**config.mk**
```make
export PLATFORM = sky130hd
export DESIGN_NAME = mfaf_ctrl
export DESIGN_NICKNAME = d
export VERILOG_FILES = /design/src/hw/rtl/mfaf_pkg.sv /design/src/hw/rtl/mfaf_ctrl.sv
export SDC_FILE = /design/constraint.sdc
export NUM_CORES = 1
export LEC_CHECK = 0
export BUFFER_PORTS_ARGS = -buffer_cell sky130_fd_sc_hd__buf_2
export CORE_AREA = 10 10 47 49
export DETAILED_ROUTE_END_ITERATION = 6
export DIE_AREA = 0 0 57 59
export PLACE_DENSITY = 0.49
export REMOVE_ABC_BUFFERS = 1
export SLEW_MARGIN = 40
export SYNTH_ARGS = -nofsm -noshare
export SYNTH_HDL_FRONTEND = slang
export SYNTH_SLANG_ARGS = --single-unit
```
**constraint.sdc**
```tcl
create_clock -name clk -period 1.1 [get_ports clk]
set_input_delay 0.11 -clock clk [delete_from_list [all_inputs] [get_ports clk]]
set_output_delay 0.11 -clock clk [all_outputs]
set_load 0.01 [all_outputs]
```
**src/hw/rtl/mfaf_pkg.sv**
```systemverilog
package mfaf_pkg;

  localparam int HASH_W   = 64;
  localparam int SCORE_W  = 8;
  localparam int THR_W    = 9;
  localparam int IVL_W    = 16;
  localparam int CFG_IDX_W = 1;
  localparam logic [SCORE_W-1:0] SCORE_MAX = 8'd255;

  // Table geometry, both powers of two
  localparam int SHARDS  = 16;
  localparam int ENTRIES = 64;

  // Operation kinds
  localparam logic [1:0] KIND_MISS  = 2'd0;
  localparam logic [1:0] KIND_CHECK = 2'd1;
  localparam logic [1:0] KIND_CLEAR = 2'd2;
  localparam logic [1:0] KIND_NOOP  = 2'd3;

  // Configuration register indexes
  localparam logic CFG_THRESHOLD = 1'b0;
  localparam logic CFG_INTERVAL  = 1'b1;

  typedef enum logic [2:0] {
    ST_CLR,      // sweep the slot table after reset
    ST_IDLE,
    ST_DECAY,    // halve every score in the shard, one slot a cycle
    ST_SCAN,     // search the shard for the key, free slot and victim
    ST_UPDATE    // write back the chosen slot once the result register is free
  } mfaf_state_t;

  // Controller to datapath
  typedef struct packed {
    logic clr_step;
    logic capture;
    logic decay_start;
    logic decay_step;
    logic scan_start;
    logic scan_step;
    logic update;
    logic out_load;
  } mfaf_cmd_t;

  // Datapath to controller
  typedef struct packed {
    logic clr_done;
    logic need_decay;
    logic decay_done;
    logic scan_done;
  } mfaf_sts_t;

endpackage

```
**src/hw/rtl/mfaf_ctrl.sv**
```systemverilog
module mfaf_ctrl (
  input  logic                clk,
  input  logic                rst_n,
  input  logic                in_tvalid,
  output logic                in_tready,
  output logic                out_tvalid,
  input  logic                out_tready,
  input  mfaf_pkg::mfaf_sts_t sts,
  output mfaf_pkg::mfaf_cmd_t cmd
);

  mfaf_pkg::mfaf_state_t state_r, state_nxt;
  logic                  busy_out_r, busy_out_nxt;
  logic                  out_free;

  // result register can take a new item this cycle
  assign out_free = !busy_out_r || out_tready;

  // Next state
  always_comb begin
    state_nxt = state_r;
    case (state_r)
      mfaf_pkg::ST_CLR:    if (sts.clr_done) state_nxt = mfaf_pkg::ST_IDLE;
      mfaf_pkg::ST_IDLE: begin
        if (in_tvalid) state_nxt = mfaf_pkg::ST_SCAN;
      end
      mfaf_pkg::ST_SCAN: begin
        // first cycle after capture decides on decay
        if (sts.need_decay) state_nxt = mfaf_pkg::ST_DECAY;
        else if (sts.scan_done) state_nxt = mfaf_pkg::ST_UPDATE;
      end
      mfaf_pkg::ST_DECAY:  if (sts.decay_done) state_nxt = mfaf_pkg::ST_SCAN;
      mfaf_pkg::ST_UPDATE: if (out_free) state_nxt = mfaf_pkg::ST_IDLE;
      default:             state_nxt = mfaf_pkg::ST_IDLE;
    endcase
  end

  // Outputs
  always_comb begin
    cmd          = '0;
    in_tready    = 1'b0;
    busy_out_nxt = busy_out_r;
    if (busy_out_r && out_tready) busy_out_nxt = 1'b0;
    case (state_r)
      mfaf_pkg::ST_CLR:  cmd.clr_step = 1'b1;
      mfaf_pkg::ST_IDLE: begin
        in_tready = 1'b1;
        if (in_tvalid) begin
          cmd.capture = 1'b1;
        end
      end
      mfaf_pkg::ST_SCAN: begin
        if (sts.need_decay) cmd.decay_start = 1'b1;
        else cmd.scan_step = 1'b1;
      end
      mfaf_pkg::ST_DECAY: begin
        cmd.decay_step = 1'b1;
        if (sts.decay_done) cmd.scan_start = 1'b1;
      end
      mfaf_pkg::ST_UPDATE: begin
        // hold the write-back until the previous result is gone
        if (out_free) begin
          cmd.update   = 1'b1;
          cmd.out_load = 1'b1;
          busy_out_nxt = 1'b1;
        end
      end
      default: ;
    endcase
  end

  assign out_tvalid = busy_out_r;

  always_ff @(posedge clk) begin
    if (!rst_n) begin
      state_r    <= mfaf_pkg::ST_CLR;
      busy_out_r <= 1'b0;
    end else begin
      state_r    <= state_nxt;
      busy_out_r <= busy_out_nxt;
    end
  end

endmodule

```
-- After elaboration in Yosys (flattened, before gate mapping)
Index checks and enable logic that the tools add are counted.
- word-level logic and storage cells: 38
- bits of input ports: 8
- output and inout port bits: 10
- register bits after elaboration: 4
- equal/unequal tests: 9
- mux-type cells: 22
- reduce and logical (&&, ||, !) cells: 5
- operators with widths (operator ; number):
    two-way mux 3 bit ; 6
    case mux 3 bit (5 select lines) ; 1
    two-way mux 1 bit ; 12
    != test 2 bit, second input constant ; 4
    equality test 3 x 2 -> 1 bit, second input constant ; 2
    two-way mux 2 bit ; 3
    AND reduction 5 bit ; 1
    equality test 3 x 1 -> 1 bit, second input constant ; 1
    equality test 3 bit, second input constant ; 1
    zero test 3 bit ; 1
    != test 3 bit, second input constant ; 1
    logical AND 1 bit ; 1
    zero test 1 bit ; 1
    logical OR 1 bit ; 1

-- Longest topological paths before layout
- depth after elaboration: 4
- gate-level depth with buffers: 5
- depth with buffers taken out: 4

-- Worst setup path before layout
Ideal clock, no wire load.
- kind: flip-flop to output port
- start point: reg state_r[2]
- end point: out cmd[1] (netlist name)
- setup slack: -0.077 ns
- data arrival time: 1.067 ns
- path buffers: 1
- stages on the path, launching flop included: 4
- data required time: 0.990 ns
- path through: dfxtp_1 -> nor3b_2 -> nor2b_1 -> buf_4
- RTL lines (element ; line ; RTL):
    start, declared ; mfaf_ctrl.sv:12 ; mfaf_pkg::mfaf_state_t state_r, state_nxt;
    start signal, assigned ; mfaf_ctrl.sv:76 ; state_r <= mfaf_pkg::ST_CLR;
    start signal, assigned ; mfaf_ctrl.sv:79 ; state_r <= state_nxt;
    end, declared ; mfaf_ctrl.sv:9 ; output mfaf_pkg::mfaf_cmd_t cmd

==> flow_metrics.py <==
metrics = {
    "status": {
        "status": "finished, violations left",
        "violations": "negative setup slack",
    },
    "timing": {
        "fin_skew_ns": 0.00799,
        "fin_hold_ws_ns": 0.153,
        "fin_setup_tns_ns": -1.12,
        "worst_pin_slew_ns": 0.215,
        "rsz0062_at_grt": "true",
        "slew_viol_final": 0,
        "finalCriticalPeriod_ns": 1.27,
        "slew_headroom_pct": 85.6,
        "hold_viol_final": 0,
        "worst_slack_ns": -0.171,
        "fin_crit_sh_pct": 116,
        "setup_viol": 12,
        "max_freq_mhz": 787,
    },
    "finish": {
        "finish.utilization_pct": 35.9,
        "syn2layout_area_growth_pct": 71.1,
        "multiInputGateArea_um2": 204,
        "fillCellCount": 158,
        "regArea_um2": 88.8,
        "diodes": 0,
        "final_nets": 73,
        "final_cells": 79,
        "drive_above_1_share_pct": 65.1,
    },
    "placement": {
        "placed_cells": 72,
        "pre_cts_slack_ns": -0.0133,
        "dpl.hpwl_um": 758,
        "port_buffers": 17,
        "gp_congestion": 0.700,
    },
    "synthesis": {
        "ys_ff_latch": 4,
        "avgSynthCellArea_um2": 8.17,
        "ys_warn_count": 0,
        "netlist_instances": 36,
        "ys_seq_area_share_pct": 27.2,
        "synth_area_um2": 294,
        "synthDistinctLibCells": 24,
    },
    "hold_path": {
        "min_from": "rst_n",
        "holdPathEnd": "state_r[0]$_SDFFE_PN0P_",
        "hold_depth": 2,
        "hp-class": "input port to register",
    },
    "route": {
        "ant_nets": 0,
        "vias_per_cell": 4.19,
        "drt_wl_total_um": 947,
        "vias": 331,
        "routedWlPerCell_um": 12.0,
        "drt_iter0_drc": 1,
        "first_pass_iters": 2,
        "drc": 0,
    },
    "setup_path": {
        "arrival_ns": 1.16,
        "cp.required_ns": 0.99,
        "r2r_start": "state_r[1]$_SDFFE_PN0P_",
        "worstSetupPathType": "register to primary output",
        "cp_max_fo": 4,
        "regToRegEndpoint": "state_r[2]$_SDFFE_PN0P_",
        "rrSetupSlack_ns": -0.05,
        "r2r_cells": 6,
        "end_kind": "primary output",
        "startpoint_type": "register",
    },
    "global_route": {
        "antenna_found_initial": 0,
        "overflow": 0,
        "grt_max_degree": 9,
        "grt_pass1_wl_um": 1490,
        "grtUsageTotal_pct": 5.62,
        "grt_pass1_vias": 330,
    },
    "pwr": {
        "seq_power_share_pct": 32.2,
        "worst_ir_drop_vdd_mv": 0.606,
        "swShare_pct": 31.4,
        "combPwrFrac_pct": 35.2,
        "powerDensity_nw_per_um2": 1130,
        "netSwitchingPower_uw": 179,
        "p_clk_share_pct": 32.6,
        "power_leakage_nw": 0.260,
        "p_int_uw": 390,
    },
    "floorplanning": {
        "placementRows": 14,
        "io_pins": 18,
        "initial_core_util_pct": 21.0,
        "die_w_um": 57,
        "die_area_um2": 3360,
        "die_y_um": 59,
        "core_um2": 1400,
    },
    "clocking": {
        "cts_tree": "yes",
        "clock_path_buffers": 2,
        "htreeDepth": 1,
        "postCtsHoldBufs": 0,
        "clk_latency_ns": 0.24,
        "ctsRootBufferMaster": "clkbuf_4",
        "clkSinkCount": 4,
        "numCtsBuffers": 3,
        "clk_pin_slew_worst_paths_ns": 0.04,
    },
    "flow_run": {
        "cap_violations": 0,
    },
}
## cells in the mapped netlist
cell type  count  area (um2)
and2_1         1        6.26
nor2b_1        2        12.5
o21ai_0        1        5.00
nor3b_2        1        12.5
nand2_1        2        7.51
a21oi_1        1        5.00
dfxtp_1        4        80.1
and3_2         1        7.51
a22oi_1        1        7.51
buf_6          1        11.3
and2_2         1        7.51
nor3b_1        1        7.51
mux2i_1        2        20.0
nor2_1         7        26.3
nand3b_1       1        7.51
o211a_1        1        10.0
nand2b_1       1        6.26
nor3_1         1        5.00
inv_1          1        3.75
o21a_1         1        7.51
o21ai_2        1        8.76
buf_4          1        7.51
and2b_2        1        8.76
a22oi_2        1        12.5
## cell type report
class / count / area share, %
Timing Repair Buffer: 26 / 32.6
Inverter: 1 / 0.746
Sequential cell: 4 / 17.7
Multi-Input combinational cell: 29 / 40.5
Tap cell: 16 / 3.98
Clock buffer: 3 / 4.48
## cells by family after synthesis
group	share of synthesized area [%]
AND/OR/NAND/NOR	39.2
AO/OA/AOI/OAI	19.1
flip-flops	27.2
buffers and inverters	7.66
multiplexers	6.81
## what timing repair did
action / 4_1_cts / 5_1_grt
pin swaps: 6 / 2
buffers inserted: 3 / 1
endpoints found under the setup margin: 11 / 11
gates resized for setup: 10 / 1
## stage by stage
step,cell area [um2],power [mW]
floorplan,275,0.276
global placement,418,0.354
detailed placement,418,0.355
CTS,493,0.577
global route,503,0.621
finish,503,0.568
## sequential cells by signal, summed over array words and instances (netlist names)
register / count
out_tvalid: 1
state_r: 3
## per-layer routing
layer / share of wire [%] / global-route usage, % / wire length, um
met1: 43 / 5.24 / 407
met3: 9.9 / 5.36 / 94
met5: 0 / 0 / 0
met4: 0 / 2.01 / 0
met2: 47 / 8.53 / 444
## worst max path at each step
stage                                 start                      end  slack (ns)  depth (start not counted)
detailed placement  state_r[1]$_SDFFE_PN0P_  state_r[2]$_SDFFE_PN0P_       -0.01                          5
finish              state_r[2]$_SDFFE_PN0P_                   cmd[2]       -0.17                          4
global route        state_r[2]$_SDFFE_PN0P_                   cmd[6]       -0.25                          5
floorplan           state_r[1]$_SDFFE_PN0P_                   cmd[0]       -0.04                          2
global placement    state_r[1]$_SDFFE_PN0P_  state_r[2]$_SDFFE_PN0P_       -0.03                          5
CTS                 state_r[2]$_SDFFE_PN0P_                   cmd[2]       -0.20                          4
## power groups by stage
stage | registers, mW | logic [mW] | clock network (mW)
floorplan | 0.183 | 0.0930 | 0
CTS | 0.182 | 0.197 | 0.198
global placement | 0.178 | 0.177 | 0
detailed placement | 0.178 | 0.177 | 0
global route | 0.186 | 0.220 | 0.215
finish | 0.183 | 0.200 | 0.185
## cells in the final DEF, fill, tap and decap left out, types with 2 or more instances in the layout
cell,Yosys,layout
nand2_1,2,2
buf_2,0,17
clkbuf_4,0,3
buf_6,1,3
dfxtp_4,0,2
buf_4,1,6
nor2_1,7,6
mux2i_1,2,2
## critical path: stages, from the launching register on
cell	delay, ns
dfxtp_2	0.34
buf_6	0.11
nand3b_1	0.19
nor2_1	0.14
buf_2	0.15
Power figures use the tool's default switching activity.
